### src/rtl/lap_pkg.sv
`timescale 1ns / 1ps
// Shared types and constants for the RGB 3x3 Laplacian filter core.
// No dependencies; every other file of the core imports this package.
package lap_pkg;

    localparam int CH_W   = 8;
    localparam int PIX_W  = 3 * CH_W;
    localparam int DIM_W  = 12;
    localparam int CFG_IDX_W = 1;
    localparam logic [DIM_W-1:0] WIDTH_RESET  = 12'd640;
    localparam logic [DIM_W-1:0] HEIGHT_RESET = 12'd480;

    typedef enum logic [CFG_IDX_W-1:0] {
        REG_IMAGE_WIDTH  = 1'b0,
        REG_IMAGE_HEIGHT = 1'b1
    } cfg_reg_t;

    // Red sits in the lowest byte.
    typedef struct packed {
        logic [CH_W-1:0] blue;
        logic [CH_W-1:0] green;
        logic [CH_W-1:0] red;
    } pixel_t;

    // Position flags of one output pixel inside the frame.
    typedef struct packed {
        logic emit;
        logic top_ok;
        logic bot_ok;
        logic left_ok;
        logic right_ok;
        logic last;
    } lap_ctl_t;

endpackage

### src/rtl/lap_filter.sv
`timescale 1ns / 1ps
// 3x3 tap window and the Laplacian kernel with edge masking and clamping.
// Depends on lap_pkg.
module lap_filter (
    input  logic              clk,
    input  logic              rst_n,
    input  logic              shift_en,
    input  lap_pkg::pixel_t   up_in,
    input  lap_pkg::pixel_t   mid_in,
    input  lap_pkg::pixel_t   cur_in,
    input  lap_pkg::lap_ctl_t ctl,
    output lap_pkg::pixel_t   pix_out
);
    import lap_pkg::*;

    localparam int SUM_W = CH_W + 4;

    pixel_t tap_reg [3][3];
    logic   row_ok [3];
    logic   col_ok [3];

    function automatic logic [CH_W-1:0] kernel(input logic [CH_W-1:0] p [3][3],
                                               input logic r_ok [3],
                                               input logic c_ok [3]);
        logic signed [SUM_W-1:0] sum;
        sum = signed'({1'b0, p[1][1], 3'b000});
        for (int i = 0; i < 3; i++)
        begin
            for (int j = 0; j < 3; j++)
            begin
                if (!(i == 1 && j == 1) && r_ok[i] && c_ok[j])
                    sum = sum - signed'(SUM_W'(p[i][j]));
            end
        end
        if (sum < 0)
            return '0;
        else if (sum > signed'(SUM_W'(255)))
            return '1;
        else
            return sum[CH_W-1:0];
    endfunction

    always_ff @(posedge clk or negedge rst_n)
    begin
        if (!rst_n)
        begin
            for (int i = 0; i < 3; i++)
                for (int j = 0; j < 3; j++)
                    tap_reg[i][j] <= '0;
        end
        else if (shift_en)
        begin
            for (int i = 0; i < 3; i++)
            begin
                tap_reg[i][0] <= tap_reg[i][1];
                tap_reg[i][1] <= tap_reg[i][2];
            end
            tap_reg[0][2] <= up_in;
            tap_reg[1][2] <= mid_in;
            tap_reg[2][2] <= cur_in;
        end
    end

    always_comb
    begin
        row_ok[0] = ctl.top_ok;
        row_ok[1] = 1'b1;
        row_ok[2] = ctl.bot_ok;
        col_ok[0] = ctl.left_ok;
        col_ok[1] = 1'b1;
        col_ok[2] = ctl.right_ok;
    end

    always_comb
    begin
        logic [CH_W-1:0] r_p [3][3];
        logic [CH_W-1:0] g_p [3][3];
        logic [CH_W-1:0] b_p [3][3];
        for (int i = 0; i < 3; i++)
        begin
            for (int j = 0; j < 3; j++)
            begin
                r_p[i][j] = tap_reg[i][j].red;
                g_p[i][j] = tap_reg[i][j].green;
                b_p[i][j] = tap_reg[i][j].blue;
            end
        end
        pix_out.red   = kernel(r_p, row_ok, col_ok);
        pix_out.green = kernel(g_p, row_ok, col_ok);
        pix_out.blue  = kernel(b_p, row_ok, col_ok);
    end

endmodule

### config.mk
export PLATFORM = sky130hd
export DESIGN_NAME = lap_filter
export DESIGN_NICKNAME = d
export VERILOG_FILES = /design/src/rtl/lap_pkg.sv /design/src/rtl/lap_filter.sv
export SDC_FILE = /design/constraint.sdc
export NUM_CORES = 1
export LEC_CHECK = 0
export BUFFER_PORTS_ARGS = -buffer_cell sky130_fd_sc_hd__buf_2
export CAP_MARGIN = 20
export CORE_ASPECT_RATIO = 2
export CORE_MARGIN = 3
export CORE_UTILIZATION = 60
export CTS_BUF_LIST = sky130_fd_sc_hd__clkbuf_4
export CTS_CLUSTER_DIAMETER = 100
export DETAILED_ROUTE_END_ITERATION = 12
export GPL_TIMING_DRIVEN = 0
export PLACE_DENSITY = 0.84
export SLEW_MARGIN = 0
export SYNTH_ARGS = -nofsm -noshare
export SYNTH_HDL_FRONTEND = slang
export SYNTH_SLANG_ARGS = --single-unit
### constraint.sdc
create_clock -name clk -period 19.7 [get_ports clk]
set_input_delay 1.97 -clock clk [delete_from_list [all_inputs] [get_ports clk]]
set_output_delay 1.97 -clock clk [all_outputs]
set_load 0.02 [all_outputs]
==> qor.csv <==
metric;value;unit
Post-synth EDFFs;0;
vias in the first global route;19400;
Longest Clk Path Bufs;3;
R2R Setup Slk;18.69;ns
leading cell type in the layout, fill and taps excluded;sky130_fd_sc_hd__o21ai_0;
number of flip-flops under the largest register name;216;
placed wire-length estimate after detailed placement;49100;um
synth unique cells;91;
total of hold buffers inserted after clock tree synthesis;0;
crit path max fanout;10;
Detailed Route Iter0 Violations;1194;
number of nets in the synthesized netlist;2740;
terminus of the critical flop-to-flop path;tap_reg[118];
Skew-Pair Late Insertion Delay;0.75;ns
sequential area share after synthesis;0.276;
area share of and/or/nand/nor cells after synthesis;0.169;
worst endpoint required time;17.73;ns
number of clock sinks;216;
Final GP Congestion;1.03;
Critical Path Source Type;input port;
initial cell density of the core;0.608;
number of standard cells in the final layout excluding fillers;3079;
combinational family with the most area after synthesis;compound AO/OA/AOI/OAI gates;
xor and xnor area share after synthesis;0.0700;
post-layout min period;15.70;ns
Post-Route Setup TNS;0;ns
nets@finish;2897;
Post-Route Skew;0.0147;ns
Tcrit/Tclk final;0.797;
Data arrival, critical path;13.73;ns
vias;18800;
combinational group share of total power;0.742;
number of logic stages on the critical path including buffering;48;
number of maximum-capacitance violations;0;
minimum hold slack;0.475;ns
buffers and inverters on the worst path;8;
Max Clk Rate;63.7;MHz
final setup violation count;0;
capture point of the worst path;pix_out[5];
global-route total usage across every layer;0.349;
CP most frequent cell;sky130_fd_sc_hd__ha_1;
RSZ-0062 raised after global routing;false;
power per cell area;170;nW/um^2
portion of netlist area occupied by mux cells;0.0619;
run status;complete, no violations;
Resize count post-CTS;0;
Via density;6.10;
Synth Area in Compound Gates;0.214;
drt drc;0;
slew at the pin closest to its max-slew limit;1.16;ns
I/O pin total;105;
leakage dissipation;9.92;nW
Crit Path Class;in -> out;
switching power share of the total;0.507;
Top FF cell, synth;sky130_fd_sc_hd__dfrtp_1;
placed cell count;2980;
Detailed Route WL;61400;um
GR Overflow Total;0;
Die Outline Area;35000;um^2
CTS tree;done;
site row count;93;
proportion of layout cells with a drive suffix above 1;0.112;
Slew HR;0.219;
clock tree root driver cell;sky130_fd_sc_hd__clkbuf_4;
Worst Setup Slack, final;4.00;ns
router iterations before antenna repair;5;
antenna-violating nets left;0;
worst reg2reg startpoint;tap_reg[118];
Core Footprint;32200;um^2
Die Span Y;262;um
setup fix buffers added after clock tree synthesis;0;
relative contribution of sequential cells to total power;0.147;
async set-reset flop share out of synthesis;1.00;
largest net degree at the start of global routing;91;
area share of fa/ha/maj cells after synthesis;0.141;
Post-Synthesis Cells;2452;
maximum resistive drop on vdd;192;uV
Register-to-Register Path Depth;2;
register bit total from synthesis;216;
combined area of all synthesized cells;19600;um^2
cell family with most CP delay;compound AO/OA/AOI/OAI gates;
mean cell area of the mapped netlist;7.99;um^2
power spent charging and discharging nets;0.00185;W
number of H-tree levels;2;
post-synthesis to final-layout area growth;9.26;%
biggest cell delay along the critical path;0.64;ns
Port Buffer Count;98;
Slew Viols, Final;0;
worst slack after detailed placement;4.39;ns
global-route wire length before repair;96700;um
die width;134;um
register clock-pin slew on the reported worst setup and hold paths;0.08;ns
Yosys warning count;0;
launching instance or port of the critical path;ctl[4];
library cell contributing the largest single delay on the critical path;sky130_fd_sc_hd__clkbuf_1;
Int Power;0.00180;W
path class of the lowest-slack min-delay path;reg -> reg;
endpoints failing hold;0;
Clk network pwr share;0.112;
leading cell types in the layout, fill and taps excluded;sky130_fd_sc_hd__o21ai_0 (332), sky130_fd_sc_hd__nand2_1 (326), sky130_fd_sc_hd__inv_1 (266);
average wire length per cell after detail routing;19.9;um
antenna violations before repair;1;
Num CTS Buffers;54;
capturing element type of the critical path;output port;
[synthesized netlist by cell type (all sizes together) (7+ instances only)]
cell    count  area [um^2]
o31ai      13         97.6
ha        186         2330
nand2b     32          208
or3        14         92.6
nor3       39          200
o21ai     334         1670
dfrtp     216         5410
clkbuf     74          278
nor2b      39          244
nand3b     12         90.1
and2       16          106
o211ai     18          135
a21oi     130          651
mux2i      30          300
nor2      149          562
inv       267         1000
a211o       7         61.3
and3       13         86.3
a211oi     32          240
o21bai      8         60.1
a21o       25          188
o21a       54          405
nor3b       7         52.6
nand3      24          120
nand2     329         1240
a21boi     18          135
xor2       42          375
o31a        8         71.3
mux2       79          890
xnor2     104          926
buf        12         57.6
a31oi       9         56.3
fa         21          420
[final cells by class]
| class | instances | area (um^2) |
|---|---|---|
| multi-input cells | 1883 | 12900 |
| fillers | 2836 | 10800 |
| flip-flops and latches | 216 | 5410 |
| inverters | 267 | 1000 |
| repair buffers | 101 | 571 |
| clock buffers | 75 | 563 |
| well taps | 427 | 534 |
| plain buffers | 86 | 335 |
| clock inverters | 23 | 145 |
| diodes | 1 | 2.50 |
[stage by stage]
step,instance area [um^2],utilization,power [W]
floorplan,19600,-,0.00258
CTS,21400,0.664,0.00361
finish,21400,0.664,0.00365
detailed placement,20700,0.642,0.00318
global route,21400,0.664,0.00396
global placement,20600,0.640,0.00307
[logic make-up (layout without fill, tap and decap cells)]
family	after synthesis	after routing
xor gates and xnor gates	149	149
other	0	1
DFF	216	216
and+or+nand+nor	715	715
AOI/OAI and AO/OA	700	700
muxes	110	110
buffers and inverters	353	552
adders and majority gates	209	209
[power groups by stage]
stage	Clock [W]	Combinational (W)	Sequential [W]
2_1_floorplan	0	0.00205	0.000527
3_3_place_gp	0	0.00253	0.000539
3_5_place_dp	0	0.00264	0.000541
4_1_cts	0.000412	0.00266	0.000533
5_1_grt	0.000430	0.00299	0.000540
6_report	0.000407	0.00270	0.000535
[routing by layer]
layer | part of all wire | global-route usage | vias up | wire length (um)
met1 | 0.34 | 0.347 | 8844 | 21000
li1 | - | - | 8785 | -
met5 | 0 | 0 | - | 0
met3 | 0.050 | 0.0456 | 352 | 3050
met4 | 0.11 | 0.321 | 0 | 6600
met2 | 0.50 | 0.621 | 805 | 30800
[how the worst min path moves through the flow]
stage | startpoint | end | slack (ns) | cells after the start
floorplan | tap_reg[145] | tap_reg[169] | 0.45 | 2
finish | tap_reg[10] | tap_reg[34] | 0.48 | 2
global placement | tap_reg[174] | tap_reg[198] | 0.46 | 2
CTS | tap_reg[10] | tap_reg[34] | 0.47 | 2
detailed placement | tap_reg[22] | tap_reg[46] | 0.46 | 2
global route | tap_reg[9] | tap_reg[33] | 0.50 | 2
[worst reg2reg max path, delay by kind of cell (launching register included)]
family / cells / cell delay [ns]
mux: 1 / 0.31
flops: 1 / 0.38
buf+inv: 1 / 0.22
Note: power is estimated with default switching activity, not from simulation.
