**src/rtl/lap_pkg.sv**
```systemverilog
`timescale 1ns / 1ps
// Shared types and constants for the RGB 3x3 Laplacian filter core.
// No dependencies; every other file of the core imports this package.
package lap_pkg;

    localparam int CH_W   = 8;
    localparam int PIX_W  = 3 * CH_W;
    localparam int DIM_W  = 12;
    localparam int CFG_IDX_W = 1;
    localparam logic [DIM_W-1:0] WIDTH_RESET  = 12'd640;
    localparam logic [DIM_W-1:0] HEIGHT_RESET = 12'd480;

    typedef enum logic [CFG_IDX_W-1:0] {
        REG_IMAGE_WIDTH  = 1'b0,
        REG_IMAGE_HEIGHT = 1'b1
    } cfg_reg_t;

    // Red sits in the lowest byte.
    typedef struct packed {
        logic [CH_W-1:0] blue;
        logic [CH_W-1:0] green;
        logic [CH_W-1:0] red;
    } pixel_t;

    // Position flags of one output pixel inside the frame.
    typedef struct packed {
        logic emit;
        logic top_ok;
        logic bot_ok;
        logic left_ok;
        logic right_ok;
        logic last;
    } lap_ctl_t;

endpackage

```
**src/rtl/lap_ctrl.sv**
```systemverilog
`timescale 1ns / 1ps
// Configuration registers and raster position counters of the filter core.
// Depends on lap_pkg.
module lap_ctrl #(
    parameter int MAX_WIDTH  = 2048,
    parameter int MAX_HEIGHT = 2048,
    parameter int COL_BITS   = 11
) (
    input  logic                          clk,
    input  logic                          rst_n,
    input  logic                          cfg_we,
    input  logic [lap_pkg::CFG_IDX_W-1:0] cfg_index,
    input  logic [lap_pkg::DIM_W-1:0]     cfg_data,
    input  logic                          in_fire,
    input  logic                          req_type,
    output logic                          proc,
    output logic                          draining,
    output logic [COL_BITS-1:0]           col,
    output lap_pkg::lap_ctl_t             ctl
);
    import lap_pkg::*;

    localparam int W_BITS   = $clog2(MAX_WIDTH + 1);
    localparam int H_BITS   = $clog2(MAX_HEIGHT + 1);
    localparam int ROW_BITS = $clog2(MAX_HEIGHT + 2);

    logic [DIM_W-1:0]    width_reg, width_next;
    logic [DIM_W-1:0]    height_reg, height_next;
    logic [COL_BITS-1:0] col_reg, col_next;
    logic [ROW_BITS-1:0] row_reg, row_next;
    logic [COL_BITS-1:0] ocol_reg, ocol_next;
    logic [ROW_BITS-1:0] orow_reg, orow_next;

    logic [W_BITS-1:0]   w_eff;
    logic [H_BITS-1:0]   h_eff;
    logic [ROW_BITS-1:0] h_row;
    logic                col_end;
    logic                ocol_end;
    logic                emit;
    logic                last;

    always_comb
    begin
        if (width_reg == '0)
            w_eff = W_BITS'(1);
        else if (int'(width_reg) > MAX_WIDTH)
            w_eff = W_BITS'(MAX_WIDTH);
        else
            w_eff = W_BITS'(width_reg);

        if (height_reg == '0)
            h_eff = H_BITS'(1);
        else if (int'(height_reg) > MAX_HEIGHT)
            h_eff = H_BITS'(MAX_HEIGHT);
        else
            h_eff = H_BITS'(height_reg);
    end

    assign h_row    = ROW_BITS'(h_eff);
    assign draining = row_reg >= h_row;
    assign proc     = in_fire && (draining || !req_type);
    assign col_end  = (W_BITS'(col_reg) + W_BITS'(1)) == w_eff;
    assign ocol_end = (W_BITS'(ocol_reg) + W_BITS'(1)) == w_eff;
    assign emit     = (row_reg >= ROW_BITS'(2)) || (row_reg == ROW_BITS'(1) && col_reg != '0);
    assign last     = ocol_end && ((orow_reg + ROW_BITS'(1)) == h_row);
    assign col      = col_reg;

    always_comb
    begin
        ctl.emit     = emit;
        ctl.top_ok   = orow_reg != '0;
        ctl.bot_ok   = (orow_reg + ROW_BITS'(1)) != h_row;
        ctl.left_ok  = ocol_reg != '0;
        ctl.right_ok = !ocol_end;
        ctl.last     = last;
    end

    always_comb
    begin
        width_next  = width_reg;
        height_next = height_reg;
        col_next    = col_reg;
        row_next    = row_reg;
        ocol_next   = ocol_reg;
        orow_next   = orow_reg;
        if (cfg_we)
        begin
            unique case (cfg_reg_t'(cfg_index))
                REG_IMAGE_WIDTH:  width_next  = cfg_data;
                REG_IMAGE_HEIGHT: height_next = cfg_data;
                default:          width_next  = width_reg;
            endcase
            col_next  = '0;
            row_next  = '0;
            ocol_next = '0;
            orow_next = '0;
        end
        else if (proc)
        begin
            if (emit && last)
            begin
                col_next  = '0;
                row_next  = '0;
                ocol_next = '0;
                orow_next = '0;
            end
            else
            begin
                col_next = col_end ? '0 : col_reg + COL_BITS'(1);
                row_next = col_end ? row_reg + ROW_BITS'(1) : row_reg;
                if (emit)
                begin
                    ocol_next = ocol_end ? '0 : ocol_reg + COL_BITS'(1);
                    orow_next = ocol_end ? orow_reg + ROW_BITS'(1) : orow_reg;
                end
            end
        end
    end

    always_ff @(posedge clk or negedge rst_n)
    begin
        if (!rst_n)
        begin
            width_reg  <= WIDTH_RESET;
            height_reg <= HEIGHT_RESET;
            col_reg    <= '0;
            row_reg    <= '0;
            ocol_reg   <= '0;
            orow_reg   <= '0;
        end
        else
        begin
            width_reg  <= width_next;
            height_reg <= height_next;
            col_reg    <= col_next;
            row_reg    <= row_next;
            ocol_reg   <= ocol_next;
            orow_reg   <= orow_next;
        end
    end

endmodule

```
**config.mk**
```make
export PLATFORM = sky130hd
export DESIGN_NAME = lap_ctrl
export DESIGN_NICKNAME = d
export VERILOG_FILES = /design/src/rtl/lap_pkg.sv /design/src/rtl/lap_ctrl.sv
export SDC_FILE = /design/constraint.sdc
export NUM_CORES = 1
export LEC_CHECK = 0
export BUFFER_PORTS_ARGS = -buffer_cell sky130_fd_sc_hd__buf_4
export CAP_MARGIN = 20
export CORE_MARGIN = 2
export CORE_UTILIZATION = 55
export CTS_BUF_LIST = sky130_fd_sc_hd__clkbuf_16
export DETAILED_ROUTE_END_ITERATION = 6
export GPL_TIMING_DRIVEN = 0
export PLACE_DENSITY = 0.79
export RECOVER_POWER = 100
export SETUP_SLACK_MARGIN = 0.5
export SYNTH_ARGS = -nofsm -noshare
export SYNTH_HDL_FRONTEND = slang
export SYNTH_SLANG_ARGS = --single-unit
```
**constraint.sdc**
```tcl
create_clock -name clk -period 3.7 [get_ports clk]
set_clock_uncertainty 0.05 [all_clocks]
set_input_delay 0.74 -clock clk [delete_from_list [all_inputs] [get_ports clk]]
set_output_delay 0.74 -clock clk [all_outputs]
set_load 0.02 [all_outputs]
```
==> results of run 1 <==
==> Yosys cell counts, types with 6 or more instances <==
master,instances
sky130_fd_sc_hd__o21ai_0,27
sky130_fd_sc_hd__dfrtp_1,64
sky130_fd_sc_hd__nand4_1,14
sky130_fd_sc_hd__and3_1,6
sky130_fd_sc_hd__dfstp_2,6
sky130_fd_sc_hd__nand3_1,27
sky130_fd_sc_hd__xnor2_1,28
sky130_fd_sc_hd__or3_1,10
sky130_fd_sc_hd__mux2_2,25
sky130_fd_sc_hd__ha_1,21
sky130_fd_sc_hd__mux2i_1,9
sky130_fd_sc_hd__inv_1,36
sky130_fd_sc_hd__nor3_1,18
sky130_fd_sc_hd__buf_4,6
sky130_fd_sc_hd__o31ai_1,14
sky130_fd_sc_hd__o211ai_1,14
sky130_fd_sc_hd__nor2b_1,11
sky130_fd_sc_hd__clkbuf_1,21
sky130_fd_sc_hd__nand2_1,46
sky130_fd_sc_hd__a21oi_1,34
sky130_fd_sc_hd__nor4_1,16
sky130_fd_sc_hd__nor2_1,36
sky130_fd_sc_hd__nand2b_1,12
sky130_fd_sc_hd__xor2_1,6
==> metrics by stage <==
stage	setup WS, ns	total power, uW	std cells	utilization, %
6_report	-0.0218	2490	811	75.3
3_3_place_gp	0.0768	1330	739	61.2
5_1_grt	-0.0754	2550	811	75.3
3_5_place_dp	0.0202	1350	739	61.2
2_1_floorplan	0.496	1190	592	-
4_1_cts	0.145	2400	787	71.3
==> area by class of cell <==
class                   instances  area (sq um)  share of cell area [%]
multi-input cells             452          3590                    52.1
flip-flops and latches         70          1760                    25.6
repair buffers                 92           679                    9.86
plain buffers                  34           248                    3.59
clock buffers                   9           225                    3.27
inverters                      36           143                    2.07
well taps                     111           139                    2.02
clock inverters                 7           103                    1.49
==> power by group <==
part	switching, uW	total, uW	leakage [uW]	internal, uW
Combinational	346	609	0.00183	262
Sequential	72.1	892	0.000909	820
Clock	392	992	0.000157	599
==> worst max-delay path, stage by stage, from the launching register on <==
cell                       delay, ns
sky130_fd_sc_hd__dfrtp_1        0.33
sky130_fd_sc_hd__clkbuf_2       0.22
sky130_fd_sc_hd__nand4_1        0.17
sky130_fd_sc_hd__buf_4          0.20
sky130_fd_sc_hd__nor3_4         0.19
sky130_fd_sc_hd__xnor2_1        0.20
sky130_fd_sc_hd__nor4b_1        0.36
sky130_fd_sc_hd__o32ai_1        0.16
sky130_fd_sc_hd__or3_1          0.33
sky130_fd_sc_hd__clkbuf_8       0.16
sky130_fd_sc_hd__nor2_4         0.07
sky130_fd_sc_hd__buf_6          0.09
sky130_fd_sc_hd__buf_6          0.10
==> routing by layer <==
metal	global-route usage [%]	up-vias	wire length, um
met5	0	-	0
met4	17.0	0	1090
met3	6.31	120	1950
met2	50.7	438	8330
met1	45.9	2657	7080
li1	-	2381	-
==> cell families (layout without fill, tap and decap cells) <==
| kind of cell | Yosys count | after routing | share of synthesized area (%) |
|---|---|---|---|
| buf+inv | 70 | 178 | 5.68 |
| flops | 70 | 70 | 34.2 |
| fa+ha+maj | 21 | 21 | 5.10 |
| simple gates | 223 | 223 | 23.1 |
| mux | 34 | 34 | 7.21 |
| xor+xnor | 37 | 37 | 7.09 |
| compound gates | 137 | 137 | 17.7 |
==> repair_timing <==
item	4_1_cts	5_1_grt
pin swaps	22	35
cloned	0	1
gates resized for setup	92	89
endpoints found under the setup margin	52	51
buffers inserted	32	23
==> worst min-delay path by stage <==
stage	from	to	slack, ns	cells after the start
finish	row_reg[11]$_DFFE_PN0P_	row_reg[11]$_DFFE_PN0P_	0.48	1
detailed placement	row_reg[11]$_DFFE_PN0P_	row_reg[11]$_DFFE_PN0P_	0.47	1
global placement	row_reg[11]$_DFFE_PN0P_	row_reg[11]$_DFFE_PN0P_	0.46	1
global route	row_reg[11]$_DFFE_PN0P_	row_reg[11]$_DFFE_PN0P_	0.52	1
CTS	row_reg[11]$_DFFE_PN0P_	row_reg[11]$_DFFE_PN0P_	0.48	1
floorplan	rst_n	col[0]$_DFFE_PN0P_	0.39	0
==> impl.org, run 1 <==
** Yosys
- Total number of yosys warnings :: 0
- Counting flops and latches in the post-synthesis netlist gives 70.
- Sequential cell area fraction in the yosys report :: around a third
- Most instantiated flip-flop cell in the synthesis netlist :: sky130_fd_sc_hd__dfrtp_1
- Library cell occupying the most area in the post-synthesis netlist :: sky130_fd_sc_hd__dfrtp_1
- Fraction of synthesized cell area taken by the top area cell type :: 31.1%
- The number of nets handed over by synthesis was approximately 630.
- In the synthesized netlist the async set-or-reset flop fraction comes to 100%.
- Synthesis handed over a netlist of 592 instances.
- Summing every instance area after synthesis gives 0.00515 sq mm.
- Post-synth EDFFs :: 0
- The average instance in the mapped netlist occupies roughly 8.7 sq um.
- Area contributors post-synth :: sky130_fd_sc_hd__dfrtp_1 (31%), sky130_fd_sc_hd__mux2_2 (5.5%), sky130_fd_sc_hd__ha_1 (5.1%)
- The netlist uses 62 different library cells.

** CTS
- Level count of the clock H-tree :: 3
- Clk_lat worst skew :: 0.35 ns
- TritonCTS built the clock tree.
- Root buf cell :: sky130_fd_sc_hd__clkbuf_16
- Clock Pin Slew Worst Setup and Hold Paths :: roughly 0.07 ns
- Clk sink count :: 70
- Buffers inserted during clock tree synthesis total 9.
- CTS Hold Buffers Added :: 0
- Number of buffers between clock root and the deepest sink :: 2

** Timing
- RSZ-0062 raised after global routing :: true
- Maximum clock frequency :: 269 MHz
- Setup total negative slack on the finished layout was measured at -0.0313 ns.
- The worst pin sits at a relative slew slack of -22.7%.
- The routed design could run at a clock period as short as 3.72 ns.
- Across all setup checks in the final design, the least slack found is -0.0218 ns.
- On the final layout, the worst hold slack is 0.482 ns.
- The max-slew violation total from the final report was 71.
- Worst slew pin tran :: 1.84 ns
- Setup violations remaining at the end of the flow were counted as 2.
- Post-route fraction of the period consumed by the critical path :: 101%
- The number of endpoints with negative hold slack in the final report was 0.

** Setup path
- The worst register-to-register path ends at ocol_reg[1]$_DFFE_PN0P_.
- Beginning of the worst register-to-register path :: height_reg[6]$_DFFE_PN1P_
- In this run the worst setup path begins at orow_reg[5]$_DFFE_PN0P_.
- Depth of the worst register-to-register path :: 16
- The setup path with the least slack is of type reg2out.
- The worst register-to-register path has a setup slack of about 0.080 ns.
- Crit. End Element :: output pin
- Data on the critical path is required at its endpoint by just under 3 ns.
- STA puts the critical path data arrival time at between 2 and 3 ns.
- Sort of element at the start of the critical path :: register
- Crit path capture :: ctl[0]
- Largest fanout of any net on the critical path :: 8

** Die
- Starting density of the core :: a little under three fifths
- The die is 101 um wide.
- Measured along the y axis, the die boundary spans 101 um.
- The core region is ~0.009 sq mm.
- Die Area :: ~0.010 sq mm
- The floorplan has 35 rows.
- In this run the count of I/O pins placed on the die edge is 37.

** Layout
- The finished cells cover around 0.0069 sq mm.
- Most common cell after layout, fill and taps aside :: sky130_fd_sc_hd__buf_4
- The post-route netlist has 33.9% of its cells at a drive strength greater than 1.
- Number of nets in the layout :: 734
- Compared with the post-synthesis result, the final layout area differs by 33.8%.
- 0 antenna diodes ended up in the layout.
- Final-layout fill cell count :: 591
- Top library cells by usage in the layout, fill and taps aside :: sky130_fd_sc_hd__buf_4 (63), sky130_fd_sc_hd__dfrtp_1 (61), sky130_fd_sc_hd__nand2_1 (40), sky130_fd_sc_hd__nor2_1 (32)

** Place
- After detailed placement, the total cell area comes to ~0.0056 sq mm.
- The congestion estimate from routability-driven global placement came to 0.911.
- Count of input and output buffers :: 36
- Detailed placement finished with a half-perimeter wire length of 10200 um.

** Worst hold path
- The path class of the tightest hold or removal check is reg2reg.

** Power and ir drop
- Leakage component of the power :: between 0.002 and 0.003 uW
- VDD sags by at most 0.284 mV.
- In this run the power density over the cells is 362 mW/mm^2.

** Route
- DRC violation count after routing :: 0
- Number of routed nets with antenna violations :: 0
- Number of search-and-repair iterations in the first detailed-routing pass :: 6
- Vias after detailed routing :: 5596
- Aggregate routed wire length :: 18400 um
- Dividing the detail-routed via count by the number of cells gives 6.90.
- DRC marker count from the first detailed-route iteration :: 631
- In the final routed layout, each cell accounts on average for 22.7 um.

** Global route
- The number of antenna violations at the first check in global routing was 0.
- Entering global routing, the biggest net connects 71 pins.
- Leftover overflow at the end of global routing :: 0
- Across every metal layer, demand over resource in global routing totals about a third.
- Wire length of the first global-routing pass :: 26300 um
- Number of global-route vias before repair :: 5068

** Run status
- Violations in the final reports :: capacitance limit, slew limit, setup timing
- Result of the run :: finished with violations

** Job
- Max-cap violation count :: 1
No activity file was read; power rests on OpenSTA's default activity.
==> run 2: changes to the inputs <==
--- a/config.mk
+++ b/config.mk
@@ -9,2 +9,3 @@
 export CAP_MARGIN = 20
+export CORE_ASPECT_RATIO = 1.4
 export CORE_MARGIN = 2
==> constraint.sdc (replaced) <==
create_clock -name clk -period 3.7 [get_ports clk]
set_clock_uncertainty 0.05 [all_clocks]
set_input_delay 0.185 -clock clk [delete_from_list [all_inputs] [get_ports clk]]
set_output_delay 0.185 -clock clk [all_outputs]
set_load 0.02 [all_outputs]
==> run 2 against run 1 <==
  * The flow finishes with violations (DRC, capacitance limit, slew limit)
  * Utilization grew 0.97 points
  * Sequential power is essentially flat
  * Global-route usage down 0.76 points
  * Non-clock buffer count shrank 1
  * Combinational power shrank 3%
  * Critical path depth increased by 4
  * Cell count shrank 0.62%
  * Flip-flop and latch count is the same
  * Worst setup slack gained 0.21 ns
  * Clock power hardly changed
  * Total power is essentially flat
  * Via count fell by 0.13%
  * Critical path type is now reg2reg
  * Highest routed layer unchanged
==> impl.org, run 2 (synthesized netlist as in run 1, its figures left out) <==
** Place
- Input and output buffers added on the ports amount to 36.
- Post-place instance area :: 0.00557 sq mm
- The number of placed instances, taps included, is 735.
- Routability-driven placement congestion ratio :: 0.952
- Total half-perimeter wirelength after legalization and detailed placement :: 10500 um

** Die
- Std-Cell Rows :: 41
- From left edge to right edge, the die measures 85.8 um.
- Total core area :: 0.00908 sq mm
- For this configuration, the core starts out at a cell density of 56.7%.
- Measured along the y axis, the die boundary spans 119 um.
- Pin placement for this block handled 37 I/O pins.
- Die Area :: 0.0102 sq mm

** Setup path
- The signal on the critical path passes through nor4_4 -> nand4_1 -> a21oi_2 -> ha_1 -> nor2b_1 -> o21ai_2 -> a21oi_1 -> o31ai_4 -> buf_4 -> buf_6 -> buf_6 -> clkinvlp_4 -> clkbuf_4 -> nor3_2 -> nand3b_1 -> a21oi_1.
- Data arrives at the worst endpoint at 3.71 ns.
- Crit Path Category :: reg2reg
- Origin of the worst setup path :: height_reg[8]$_DFFE_PN1P_
- In this run the critical register-to-register path is captured at ocol_reg[7]$_DFFE_PN0P_.
- Together, buffers and inverters on the worst path number 5.
- The slowest stage of the critical path is the sky130_fd_sc_hd__dfstp_2 cell.
- In this design, the largest share of critical-path delay is due to simple AND/OR/NAND/NOR gates.
- Sort of element at the start of the critical path :: register
- In this run the number of cells on the critical path is 16.
- Beginning of the worst register-to-register path :: height_reg[8]$_DFFE_PN1P_
- Along the worst path, the maximum fanout reaches 6.
- Crit path capture :: ocol_reg[7]$_DFFE_PN0P_
- Worst-case register-to-register setup slack :: 0.19 ns
- Required time reported for the critical path endpoint :: 3.90 ns
- The worst setup path is captured at a register.
- On the worst path, the slowest cell contributes a delay of 0.40 ns.
- For the worst flop-to-flop path, the logic depth is 16.

** Power and ir drop
- Worst vdd rail ir drop :: just under 0.3 mV
- For this design the static power due to leakage is between 0.002 and 0.003 uW.
- Design Power :: between 2000 and 2500 uW
- In this run the power density over the cells is 360 mW/mm^2.

** CTS
- Clock tree from TritonCTS :: done
- Buffers inserted during clock tree synthesis total 9.
- The root buffer cell chosen for the clock tree is sky130_fd_sc_hd__clkbuf_16.
- The clock reaches the later pin of the worst-skew pair after 0.35 ns.
- Level count of the clock H-tree :: 3
- The clock drives 70 sinks.
- Clock-pin slew was measured on the worst setup and hold paths at 0.06 ns.
- Number of buffers between clock root and the deepest sink :: 2

** Route
- For this run, design rule violations remaining after detail routing come to 3.
- Detailed routing inserted a total of 5589 vias.
- Detail-routed net length per standard cell :: ~23 um
- The first detailed-routing pass ran for 7 iterations.
- The final layout contains routed wiring with a total length of 18400 um.
- Number of routed nets with antenna violations :: 0
- After detailed routing, the number of vias per cell comes to 6.93.
- DRC marker count from the first detailed-route iteration :: 626

** Global route
- The number of global-route vias before repair came to 5231.
- Maximum number of pins on one net before global-route repair :: 71
- The first global-routing pass estimated between 20000 and 30000 um of wire.
- Total track usage :: between 30% and 40%
- Summed over all layers, the global routing overflow is 0.
- The number of antenna violations at the first check in global routing is 0.

** Timing
- Post-route fraction of the period consumed by the critical path :: 94.8%
- The worst path needs 3.51 ns of the cycle, external delays included.
- The number of endpoints with negative hold slack in the final report was 0.
- Maximum clock frequency :: 285 MHz
- At the pin with the least slew margin, the transition time is 1.74 ns.
- Max-Slew Margin vs Limit :: -15.8%
- Setup violations remaining at the end of the flow were counted as 0.
- Setup repair after global routing could not meet its margin everywhere.
- Count of final max-slew check failures :: 71
- Setup_tns :: 0 ns

** Layout
- Fin area :: 0.00693 sq mm
- Post-synthesis to final-layout area growth :: 34.4%
- The repair_antennas step left the layout with diodes totalling 0.
- The library cell used most frequently in the layout, excluding fill and tap cells, is sky130_fd_sc_hd__buf_4.
- Filler-free cell count of the finished design :: 806
- Share of post-route cells with drive strength above 1 :: between 30% and 40%
- Final-layout fill cell count :: 580
- Number of nets in the layout :: 733
- Top library cells by usage in the layout, fill and taps aside :: sky130_fd_sc_hd__buf_4 (65), sky130_fd_sc_hd__dfrtp_1 (62), sky130_fd_sc_hd__nand2_1 (41), sky130_fd_sc_hd__inv_1 (33)
- For this run, the share of the core covered by cells in the final layout is 76.3%.

** Worst hold path
- Worst min-delay path class :: in2reg

** Job
- Max-cap violations in this run came to 1.

** Run status
- The run finished, with violations left.
- The final reports fail on DRC, capacitance limit, slew limit.
[run 2: cell types whose count changed in the layout (fill, tap and decap cells not counted), moves of 3 or more]
cell	change
sky130_fd_sc_hd__inv_6	-3
sky130_fd_sc_hd__o21ai_1	-3
sky130_fd_sc_hd__nand2_4	-3
sky130_fd_sc_hd__o21ai_2	-3
sky130_fd_sc_hd__buf_6	-3
sky130_fd_sc_hd__o31ai_1	-4
sky130_fd_sc_hd__o21ai_0	+7
sky130_fd_sc_hd__o31ai_2	+3
[run 2: layout make-up]
cell class / instances / area, sq um / share of cell area [%]
tap: 107 / 134 / 1.93
sequential: 70 / 1760 / 25.4
buffer: 34 / 239 / 3.45
inverter: 36 / 139 / 2.01
timing repair buffer: 91 / 697 / 10.1
multi-input combinational: 452 / 3620 / 52.2
clock buffer: 9 / 225 / 3.25
clock inverter: 7 / 113 / 1.63
[run 2: worst register-to-register path, stage by stage, from the launching register on]
cell                         delay [ns]
sky130_fd_sc_hd__dfstp_2           0.40
sky130_fd_sc_hd__nor4_4            0.34
sky130_fd_sc_hd__nand4_1           0.20
sky130_fd_sc_hd__a21oi_2           0.19
sky130_fd_sc_hd__ha_1              0.16
sky130_fd_sc_hd__nor2b_1           0.06
sky130_fd_sc_hd__o21ai_2           0.12
sky130_fd_sc_hd__a21oi_1           0.13
sky130_fd_sc_hd__o31ai_4           0.21
sky130_fd_sc_hd__buf_4             0.15
sky130_fd_sc_hd__buf_6             0.10
sky130_fd_sc_hd__buf_6             0.12
sky130_fd_sc_hd__clkinvlp_4        0.20
sky130_fd_sc_hd__clkbuf_4          0.20
sky130_fd_sc_hd__nor3_2            0.36
sky130_fd_sc_hd__nand3b_1          0.19
sky130_fd_sc_hd__a21oi_1           0.22
[run 2: stage by stage]
step	hold WS, ns	setup slack [ns]
floorplan	-0.161	0.464
global placement	0.311	0.00603
detailed placement	0.319	-0.0875
CTS	0.0296	0.387
global route	0.0413	-0.0657
finish	0.0368	0.191
[run 2: what timing repair did]
item                                   4_1_cts  5_1_grt
gates resized for setup                     69      103
setup endpoints to repair                   47       49
cloned                                       1        1
endpoints found under the hold margin       64        0
pin swaps                                   23       30
hold buffers                                 1        0
buffers inserted                            31       21
[run 2: worst min path at each step]
stage,from,endpoint,slack [ns],cells past startpoint
5_1_grt,cfg_data[10],height_reg[10]$_DFFE_PN0P_,0.04,2
2_1_floorplan,rst_n,col[0]$_DFFE_PN0P_,-0.16,0
4_1_cts,cfg_data[9],width_reg[9]$_DFFE_PN1P_,0.03,3
3_3_place_gp,rst_n,col[5]$_DFFE_PN0P_,0.31,1
6_report,cfg_data[9],width_reg[9]$_DFFE_PN1P_,0.04,3
3_5_place_dp,rst_n,col[0]$_DFFE_PN0P_,0.32,1
[run 2: power breakdown]
| part | total, uW | switching (uW) | internal, uW |
|---|---|---|---|
| clock | 1010 | 355 | 655 |
| sequential | 893 | 71.3 | 822 |
| combinational | 591 | 331 | 260 |
[run 2: per-layer routing]
metal  global-route usage [%]  wire [um]
met5                        0          0
met4                     18.2       1290
met3                     5.38       1500
met2                     55.0       8980
met1                     39.2       6660
